### src/rtl/swrt_pkg.sv
`default_nettype none
package swrt_pkg;

  localparam int unsigned DATA_W    = 32;
  localparam int unsigned LEN_W     = 11;
  localparam logic [LEN_W-1:0] LEN_MAX = 11'd2047;

  localparam logic MODE_REQUEST = 1'b0;
  localparam logic MODE_ARRIVAL = 1'b1;

  localparam logic KIND_REQUEST = 1'b0;
  localparam logic KIND_DELIVER = 1'b1;

  typedef enum logic [11:0] {
    ST_IDLE      = 12'b0000_0000_0001,
    ST_CHECK     = 12'b0000_0000_0010,
    ST_ARR_REL   = 12'b0000_0000_0100,
    ST_ARR_IDX   = 12'b0000_0000_1000,
    ST_ARR_MARK  = 12'b0000_0001_0000,
    ST_REQ_SCAN  = 12'b0000_0010_0000,
    ST_TAIL_DIV  = 12'b0000_0100_0000,
    ST_TAIL_OUT  = 12'b0000_1000_0000,
    ST_DRAIN_RD  = 12'b0001_0000_0000,
    ST_DRAIN_OUT = 12'b0010_0000_0000,
    ST_DRAIN_CMP = 12'b0100_0000_0000,
    ST_FLUSH     = 12'b1000_0000_0000
  } state_t;

  typedef struct packed {
    logic              kind;
    logic [DATA_W-1:0] offset;
    logic [LEN_W-1:0]  length;
    logic              complete;
  } result_t;

  function automatic logic [LEN_W-1:0] sat_len(input logic [16:0] v);
    logic [LEN_W-1:0] r;
    r = (v > 17'(LEN_MAX)) ? LEN_MAX : v[LEN_W-1:0];
    return r;
  endfunction

endpackage
`default_nettype wire

### src/rtl/swrt_ram.sv
`default_nettype none
module swrt_ram #(
  parameter int unsigned WIDTH = 11,
  parameter int unsigned DEPTH = 32,
  localparam int unsigned AW = (DEPTH > 1) ? $clog2(DEPTH) : 1
) (
  input  wire logic             clk,
  input  wire logic             we,
  input  wire logic [AW-1:0]    waddr,
  input  wire logic [WIDTH-1:0] wdata,
  input  wire logic             re,
  input  wire logic [AW-1:0]    raddr,
  output logic      [WIDTH-1:0] rdata
);

  logic [WIDTH-1:0] mem [DEPTH];

  always_ff @(posedge clk) begin
    if (we) begin
      mem[waddr] <= wdata;
    end
    if (re) begin
      rdata <= mem[raddr];
    end
  end

endmodule
`default_nettype wire

### src/rtl/sliding_window_receive_tracker.sv
`default_nettype none
// Selective-repeat receive window tracker. An item is taken only while the
// sequencer is idle, and it then works alone around a single shared 32-bit
// add/subtract unit. A request round scans at most WINDOW_SLOTS window slots;
// a tail request finds total_bytes modulo SEGMENT_BYTES by a reciprocal
// multiply and one correcting subtract. An arrival locates its slot by
// stepping through the slot indices, then delivers in-order segments one at
// a time, each through the registered read of the slot length memory and
// the add-then-compare through the shared unit.
// One result is held back internally so the final one can carry last. The
// slot length memory needs no clearing pass.
module sliding_window_receive_tracker
  import swrt_pkg::*;
#(
  parameter int unsigned WINDOW_SLOTS  = 32,
  parameter int unsigned SEGMENT_BYTES = 1024
) (
  input  wire logic              clk,
  input  wire logic              rst,
  input  wire logic              cfg_valid,
  output logic                   cfg_ready,
  input  wire logic [DATA_W-1:0] cfg_data,
  input  wire logic              in_valid,
  output logic                   in_ready,
  input  wire logic              mode,
  input  wire logic [DATA_W-1:0] segment_offset,
  input  wire logic [LEN_W-1:0]  segment_length,
  input  wire logic              sender_matches,
  output logic                   out_valid,
  input  wire logic              out_ready,
  output logic                   kind,
  output logic      [DATA_W-1:0] offset,
  output logic      [LEN_W-1:0]  length,
  output logic                   last,
  output logic                   complete
);

  localparam int unsigned IDX_W = (WINDOW_SLOTS > 1) ? $clog2(WINDOW_SLOTS) : 1;
  localparam int unsigned CNT_W = (IDX_W > 5) ? IDX_W : 5;
  localparam int unsigned SEG_W = $clog2(SEGMENT_BYTES + 1);
  localparam logic [IDX_W-1:0] IDX_LAST = IDX_W'(WINDOW_SLOTS - 1);
  localparam logic [CNT_W-1:0] SLOT_CNT_LAST = CNT_W'(WINDOW_SLOTS - 1);
  localparam logic [CNT_W-1:0] TAIL_QUOT = CNT_W'(0);
  localparam logic [CNT_W-1:0] TAIL_PROD = CNT_W'(1);
  localparam logic [CNT_W-1:0] TAIL_DIFF = CNT_W'(2);
  localparam logic [DATA_W-1:0] SEG_WORD = DATA_W'(SEGMENT_BYTES);
  localparam logic [DATA_W:0] SEG_RECIP =
    (DATA_W + 1)'((64'd1 << DATA_W) / 64'(SEGMENT_BYTES));
  localparam logic [16:0] SEG_17 = 17'(SEGMENT_BYTES);
  localparam logic [LEN_W-1:0] SEG_LEN_SAT = sat_len(SEG_17);

  function automatic logic [IDX_W-1:0] wrap_inc(input logic [IDX_W-1:0] p);
    logic [IDX_W-1:0] r;
    r = (p == IDX_LAST) ? '0 : p + 1'b1;
    return r;
  endfunction

  state_t state;

  logic [DATA_W-1:0] total_bytes;
  logic [DATA_W-1:0] delivered_bytes;
  logic [IDX_W-1:0]  head_slot;
  logic [WINDOW_SLOTS-1:0] slot_filled;

  // captured request
  logic              req_mode;
  logic [DATA_W-1:0] req_offset;
  logic [LEN_W-1:0]  req_length;
  logic              req_sender;

  // sequencer working registers
  logic [DATA_W-1:0] acc;
  logic [DATA_W-1:0] off_acc;
  logic [IDX_W-1:0]  ptr;
  logic [CNT_W-1:0]  cnt;
  logic [SEG_W-1:0]  rem;
  logic [LEN_W-1:0]  drain_len;

  // held-back result
  logic    pend_valid;
  result_t pend;

  // shared add/subtract unit
  logic [DATA_W-1:0] alu_a;
  logic [DATA_W-1:0] alu_b;
  logic              alu_sub;
  logic [DATA_W:0]   alu_res;
  logic              alu_carry;
  logic              alu_zero;
  logic              alu_borrow;
  logic              alu_le;

  logic [DATA_W-1:0] tail_quo;
  logic              out_free;
  logic              put_ok;
  logic              put_fire;
  logic              flush_fire;
  result_t           put_data;

  logic [LEN_W-1:0]  ram_rdata;
  logic              ram_we;
  logic              ram_re;

  assign cfg_ready = 1'b1;
  assign in_ready  = (state == ST_IDLE);
  assign out_free  = !out_valid || out_ready;
  assign put_ok    = !pend_valid || out_free;
  // quotient estimate, low by at most one
  assign tail_quo  = DATA_W'((64'(total_bytes) * 64'(SEG_RECIP)) >> DATA_W);

  always_comb begin
    alu_a   = total_bytes;
    alu_b   = delivered_bytes;
    alu_sub = 1'b1;
    case (state)
      ST_ARR_REL: begin
        alu_a = req_offset;
      end
      ST_ARR_IDX, ST_REQ_SCAN: begin
        alu_a = acc;
        alu_b = SEG_WORD;
      end
      ST_TAIL_DIV: begin
        if (cnt == TAIL_DIFF) begin
          alu_b = off_acc;
        end else begin
          alu_a = acc;
          alu_b = SEG_WORD;
        end
      end
      ST_TAIL_OUT: begin
        alu_b = DATA_W'(rem);
      end
      ST_DRAIN_OUT: begin
        alu_a   = delivered_bytes;
        alu_b   = DATA_W'(ram_rdata);
        alu_sub = 1'b0;
      end
      default: begin
      end
    endcase
    alu_res = {1'b0, alu_a} + {1'b0, (alu_b ^ {DATA_W{alu_sub}})} + (DATA_W + 1)'(alu_sub);
  end

  assign alu_carry  = alu_res[DATA_W];
  assign alu_zero   = (alu_res[DATA_W-1:0] == '0);
  assign alu_borrow = !alu_carry;
  // a <= b on a subtraction
  assign alu_le     = alu_borrow || alu_zero;

  always_comb begin
    put_fire = 1'b0;
    put_data = '{kind: KIND_REQUEST, offset: off_acc, length: SEG_LEN_SAT, complete: 1'b0};
    case (state)
      ST_REQ_SCAN: begin
        put_fire = alu_carry && !slot_filled[ptr] && put_ok;
      end
      ST_TAIL_OUT: begin
        put_fire = put_ok;
        put_data = '{kind: KIND_REQUEST, offset: alu_res[DATA_W-1:0],
                     length: sat_len(17'(rem)), complete: 1'b0};
      end
      ST_DRAIN_CMP: begin
        put_fire = put_ok;
        put_data = '{kind: KIND_DELIVER, offset: off_acc, length: drain_len,
                     complete: alu_le};
      end
      default: begin
      end
    endcase
  end

  assign flush_fire = (state == ST_FLUSH) && pend_valid && out_free;
  assign ram_we = (state == ST_ARR_MARK) && !slot_filled[ptr];
  assign ram_re = (state == ST_DRAIN_RD);

  swrt_ram #(
    .WIDTH (LEN_W),
    .DEPTH (WINDOW_SLOTS)
  ) u_len_ram (
    .clk   (clk),
    .we    (ram_we),
    .waddr (ptr),
    .wdata (req_length),
    .re    (ram_re),
    .raddr (head_slot),
    .rdata (ram_rdata)
  );

  always_ff @(posedge clk) begin
    if (rst) begin
      state           <= ST_IDLE;
      total_bytes     <= '0;
      delivered_bytes <= '0;
      head_slot       <= '0;
      slot_filled     <= '0;
      pend_valid      <= 1'b0;
      out_valid       <= 1'b0;
    end else begin
      if (cfg_valid && cfg_ready) begin
        total_bytes <= cfg_data;
      end

      // output register and held-back result
      if (put_fire) begin
        if (pend_valid) begin
          out_valid <= 1'b1;
          kind      <= pend.kind;
          offset    <= pend.offset;
          length    <= pend.length;
          complete  <= pend.complete;
          last      <= 1'b0;
        end else if (out_ready) begin
          out_valid <= 1'b0;
        end
        pend       <= put_data;
        pend_valid <= 1'b1;
      end else if (flush_fire) begin
        out_valid  <= 1'b1;
        kind       <= pend.kind;
        offset     <= pend.offset;
        length     <= pend.length;
        complete   <= pend.complete;
        last       <= 1'b1;
        pend_valid <= 1'b0;
      end else if (out_ready) begin
        out_valid <= 1'b0;
      end

      case (state)
        ST_IDLE: begin
          if (in_valid) begin
            req_mode   <= mode;
            req_offset <= segment_offset;
            req_sender <= sender_matches;
            // stored length saturates at the segment size
            req_length <= ({6'b0, segment_length} > SEG_17) ? SEG_17[LEN_W-1:0]
                                                           : segment_length;
            state      <= ST_CHECK;
          end
        end
        ST_CHECK: begin
          acc     <= alu_res[DATA_W-1:0];
          ptr     <= head_slot;
          cnt     <= '0;
          off_acc <= delivered_bytes;
          if (alu_le) begin
            state <= ST_IDLE;
          end else if (req_mode == MODE_REQUEST) begin
            state <= ST_REQ_SCAN;
          end else if (!req_sender) begin
            state <= ST_IDLE;
          end else begin
            state <= ST_ARR_REL;
          end
        end
        ST_ARR_REL: begin
          acc <= alu_res[DATA_W-1:0];
          // drop a segment behind the window
          state <= alu_borrow ? ST_IDLE : ST_ARR_IDX;
        end
        ST_ARR_IDX: begin
          if (alu_borrow) begin
            state <= ST_ARR_MARK;
          end else if (cnt == SLOT_CNT_LAST) begin
            // beyond the window
            state <= ST_IDLE;
          end else begin
            acc <= alu_res[DATA_W-1:0];
            ptr <= wrap_inc(ptr);
            cnt <= cnt + 1'b1;
          end
        end
        ST_ARR_MARK: begin
          if (slot_filled[ptr]) begin
            state <= ST_IDLE;
          end else begin
            slot_filled[ptr] <= 1'b1;
            state            <= ST_DRAIN_RD;
          end
        end
        ST_DRAIN_RD: begin
          state <= slot_filled[head_slot] ? ST_DRAIN_OUT : ST_FLUSH;
        end
        ST_DRAIN_OUT: begin
          off_acc   <= delivered_bytes;
          drain_len <= ram_rdata;
          delivered_bytes <= alu_carry ? '1 : alu_res[DATA_W-1:0];
          slot_filled[head_slot] <= 1'b0;
          head_slot <= wrap_inc(head_slot);
          state     <= ST_DRAIN_CMP;
        end
        ST_DRAIN_CMP: begin
          if (put_ok) begin
            state <= ST_DRAIN_RD;
          end
        end
        ST_REQ_SCAN: begin
          if (alu_borrow) begin
            // no full segment left at all: fall back to the tail request
            if (cnt == '0) begin
              off_acc <= total_bytes;
              rem     <= '0;
              state   <= ST_TAIL_DIV;
            end else begin
              state <= ST_FLUSH;
            end
          end else if (slot_filled[ptr] || put_ok) begin
            acc     <= alu_res[DATA_W-1:0];
            off_acc <= off_acc + SEG_WORD;
            ptr     <= wrap_inc(ptr);
            cnt     <= cnt + 1'b1;
            if (cnt == SLOT_CNT_LAST) begin
              state <= ST_FLUSH;
            end
          end
        end
        ST_TAIL_DIV: begin
          // remainder estimate lies below twice the segment size; one subtract fixes it
          case (cnt)
            TAIL_QUOT: begin
              acc <= tail_quo;
            end
            TAIL_PROD: begin
              off_acc <= acc * SEG_WORD;
            end
            TAIL_DIFF: begin
              acc <= alu_res[DATA_W-1:0];
            end
            default: begin
              rem   <= alu_borrow ? acc[SEG_W-1:0] : alu_res[SEG_W-1:0];
              state <= ST_TAIL_OUT;
            end
          endcase
          cnt <= cnt + 1'b1;
        end
        ST_TAIL_OUT: begin
          if (put_ok) begin
            state <= ST_FLUSH;
          end
        end
        ST_FLUSH: begin
          if (!pend_valid || out_free) begin
            state <= ST_IDLE;
          end
        end
        default: begin
          state <= ST_IDLE;
        end
      endcase
    end
  end

endmodule
`default_nettype wire
### config.mk
export PLATFORM = sky130hd
export DESIGN_NAME = sliding_window_receive_tracker
export DESIGN_NICKNAME = d
export VERILOG_FILES = /design/src/rtl/swrt_pkg.sv /design/src/rtl/swrt_ram.sv /design/src/rtl/sliding_window_receive_tracker.sv
export SDC_FILE = /design/constraint.sdc
export NUM_CORES = 1
export LEC_CHECK = 0
export ABC_AREA = 1
export BUFFER_PORTS_ARGS = -buffer_cell sky130_fd_sc_hd__buf_2
export CORE_ASPECT_RATIO = 0.7
export CORE_MARGIN = 5
export CORE_UTILIZATION = 45
export CTS_CLUSTER_DIAMETER = 200
export DETAILED_ROUTE_END_ITERATION = 10
export GPL_TIMING_DRIVEN = 0
export PLACE_DENSITY = 0.72
export SKIP_CTS_REPAIR_TIMING = 1
export SYNTH_ARGS = -nofsm -noshare
export SYNTH_HDL_FRONTEND = slang
export SYNTH_SLANG_ARGS = --single-unit
### constraint.sdc
create_clock -name clk -period 23 [get_ports clk]
set_input_delay 3.45 -clock clk [delete_from_list [all_inputs] [get_ports clk]]
set_output_delay 3.45 -clock clk [all_outputs]
set_load 0.03 [all_outputs]
==> results by group <==
Setup path
  • WP data arrival: 8.76 ns
  • CP Capture Type: register
  • Critical path's most frequent cell: nand2_1
  • CP Launch Type: register
  • Setup CP Type: register to register
  • Critical Path RT: about 23 ns
  • CP max-delay cell: nor2_1
  • Max incr delay on CP: 0.94 ns
  • CP Max Fanout: 10

Global routing
  • Total Routing Usage GR: 32.02%
  • First-pass GRT wire length: 177.3 mm
  • Global route overflow: 0
  • Vias in the first global route: about 24000
  • Largest net degree at the start of global routing: 34
  • Antenna violations before repair: 6

Routing
  • Final ANT Viol Nets: 0
  • Routed WL per cell: 29.08 um
  • Top Layer Used: met5
  • DRC: 0
  • Met3 wire length: around 26 mm
  • Vias: 27440
  • Met1 WL: 54.53 mm
  • Initial DRT Pass Iterations: 7
  • Met2 Wirelength: 43.72 mm
  • Iteration-0 DRC count of the detailed router: 5212
  • WL final: roughly 130 mm
  • Drt via density: 6.286

Clock network
  • Htree depth: 3
  • TritonCTS clock tree: built
  • CTS clk-pin slew, worst paths: 0.06 ns
  • Clk Latency, worst-skew pair: 0.66 ns
  • Maximum root-to-sink buffer count: 3
  • Number of CTS-inserted buffers: 73
  • Sink Count: 710
  • CTS Root Cell: clkbuf_16

Final layout
  • Layout cells sized above 1: 10.89%
  • Most frequent cells in the layout: 595 x edfxtp_1, 403 x o21ai_0, 383 x nand2_1, 364 x nor2_1, 283 x inv_1
  • Leading cell type in the layout, fill and taps excluded: edfxtp_1
  • Number of fill cells: 6357
  • Final-stage net count: 3469
  • Area grow syn2layout: 15.10%

Timing
  • Clock Skew: 0.03975 ns
  • Slew Viols, Final: 0
  • Period utilization: 36.98%
  • RSZ-0062 raised after global routing: no
  • Setup violators final: 0
  • Final Hold Viols: 0
  • Post-layout min period: roughly 8.5 ns
  • Final setup margin: 14.49 ns
  • Slew @ Worst Pin: about 1.4 ns
  • Max frequency: 0.1176 GHz
  • Relative slew slack: under 10%
  • Sum Neg Setup Slack: 0 ns

Synthesis
  • Async SR Flop Fraction: 0%
  • Syn_nets: 3229
  • Synth Flop Type: edfxtp_1
  • Syn. warnings: 0
  • Register bit total from synthesis: 710
  • Syn Area/Cell: 10.43 sq um
  • Seq/Total Area, Yosys: 62.43%
  • Mapped Area: approximately 32000 sq um
  • Post-synth EDFFs: 595
  • Synth unique cells: 59
  • Post-Synthesis Cells: approximately 3100

Placement
  • Placer Congestion: 1.082
  • Setup WS pre-CTS: ~15 ns
  • IO buf count: between 100 and 150
  • DP HPWL: 96.58 mm

Die
  • Die ar.: 77340 sq um
  • Core Area: 71410 sq um
  • Die Y: 234.2 um
  • Die X: 330.3 um
  • Row count: 82
  • Initial core utilization: approximately 45%
  • I/O Pins: 131

Flow run
  • Max_cap viols: 0

Outcome
  • Status: complete, no violations

Power
  • Pleak: 13.32 nW
  • Worst vdd ir: 0.00006061 V
  • PwrDens: between 90 and 100 nW/um^2

Worst hold path
  • Worst hold-check path type: register to register
## power breakdown
group / total (W) / switching, W / internal (W) / leakage, nW
sequential: 0.00153 / 0.0000619 / 0.00147 / 6.35
clock: 0.00121 / 0.000519 / 0.000687 / 1.17
combinational: 0.000730 / 0.000567 / 0.000162 / 5.80
total: 0.00347 / 0.00115 / 0.00232 / 13.3
## flip-flops by register name, summed over array words and instances, names as in the netlist, 5 cells and up
name and count:
acc 32, cnt 5, delivered_bytes 32, drain_len 11
head_slot 5, length 11, off_acc 32, offset 32
pend 45, ptr 5, rem 11, req_length 11
req_offset 32, slot_filled 32, state 12, total_bytes 32
u_len_ram.mem 352, u_len_ram.rdata 11
## area by class of cell
type	instances	area (sq um)	area share, %
clock inverter	28	324.1	0.8714
multi-input combinational	1928	10580	28.44
buffer	162	623.1	1.676
antenna	1	2.502	0.006729
timing repair buffer	165	1094	2.941
sequential	710	20170	54.24
clock buffer	106	2063	5.548
tap	966	1209	3.250
inverter	299	1125	3.025
## per-layer routing
layer | GRT usage (%) | vias up
met5 | 0 | -
met4 | 5.429 | 6
met3 | 18.97 | 210
met2 | 36.84 | 2325
met1 | 50.43 | 13230
li1 | - | 11660
## final timing paths
| kind | from | end | slack (ns) | depth (start not counted) |
|---|---|---|---|---|
| worst max register to register | cnt[0]$_SDFFCE_PN0P_ | off_acc[4]$_DFFE_PP_ | 14.49 | 26 |
| worst min register to register | pend[2]$_DFFE_PP_ | length[1]$_DFFE_PP_ | 0.42 | 0 |
| worst min-delay path | pend[2]$_DFFE_PP_ | length[1]$_DFFE_PP_ | 0.42 | 0 |
| worst max-delay path | cnt[0]$_SDFFCE_PN0P_ | off_acc[4]$_DFFE_PP_ | 14.49 | 26 |
## Yosys cell counts (11+ instances only)
master / number / area share (%)
nor4_1: 12 / 0.23
nand3_1: 60 / 0.93
edfxtp_1: 595 / 55
nor2_1: 371 / 4.3
clkbuf_1: 142 / 1.6
xnor2_1: 13 / 0.35
a22o_1: 25 / 0.68
a221oi_1: 97 / 2.6
nand4_1: 34 / 0.66
o2111ai_1: 17 / 0.46
o221ai_1: 23 / 0.62
xor2_1: 19 / 0.52
nand2_2: 11 / 0.21
nand3b_1: 12 / 0.28
o21ai_0: 403 / 6.2
buf_1: 12 / 0.14
inv_1: 283 / 3.3
nor3_1: 46 / 0.71
ha_1: 47 / 1.8
a21oi_1: 159 / 2.5
nand2_1: 383 / 4.4
o22ai_1: 94 / 1.8
o211ai_1: 15 / 0.35
dfxtp_1: 115 / 7.1
## logic make-up (layout without fill, tap and decap cells)
logic type	Yosys count	in the layout	share of synthesized area, %
flip-flops	710	710	62.43
other	1	2	0.01161
buffers and inverters	461	760	5.410
AND/OR/NAND/NOR	963	963	12.86
XOR/XNOR	34	34	0.9682
adder cells (fa/ha/maj)	48	48	1.882
AO/OA/AOI/OAI	882	882	16.44
## stage by stage
step,cells,total power (W),util (%),instance area [sq um],hold slack [ns]
6_report,4365,0.003467,52.08,37190,0.4168
5_1_grt,4364,0.003547,52.07,37180,0.4252
4_1_cts,4364,0.003407,52.07,37180,0.4195
3_5_place_dp,4230,0.002220,48.73,34790,0.4054
3_3_place_gp,4193,0.002212,47.83,34160,0.4031
2_1_floorplan,3099,0.001910,-,32310,0.4003
## worst max-delay path, delay by kind of cell, from the launching register on
family | cells | cell delay, ns
and+or+nand+nor | 11 | 2.83
buffers and inverters | 8 | 2.34
AOI/OAI and AO/OA | 5 | 1.81
adders and majority gates | 2 | 0.65
DFF | 1 | 0.45
Note: power is estimated with default switching activity, not from simulation.
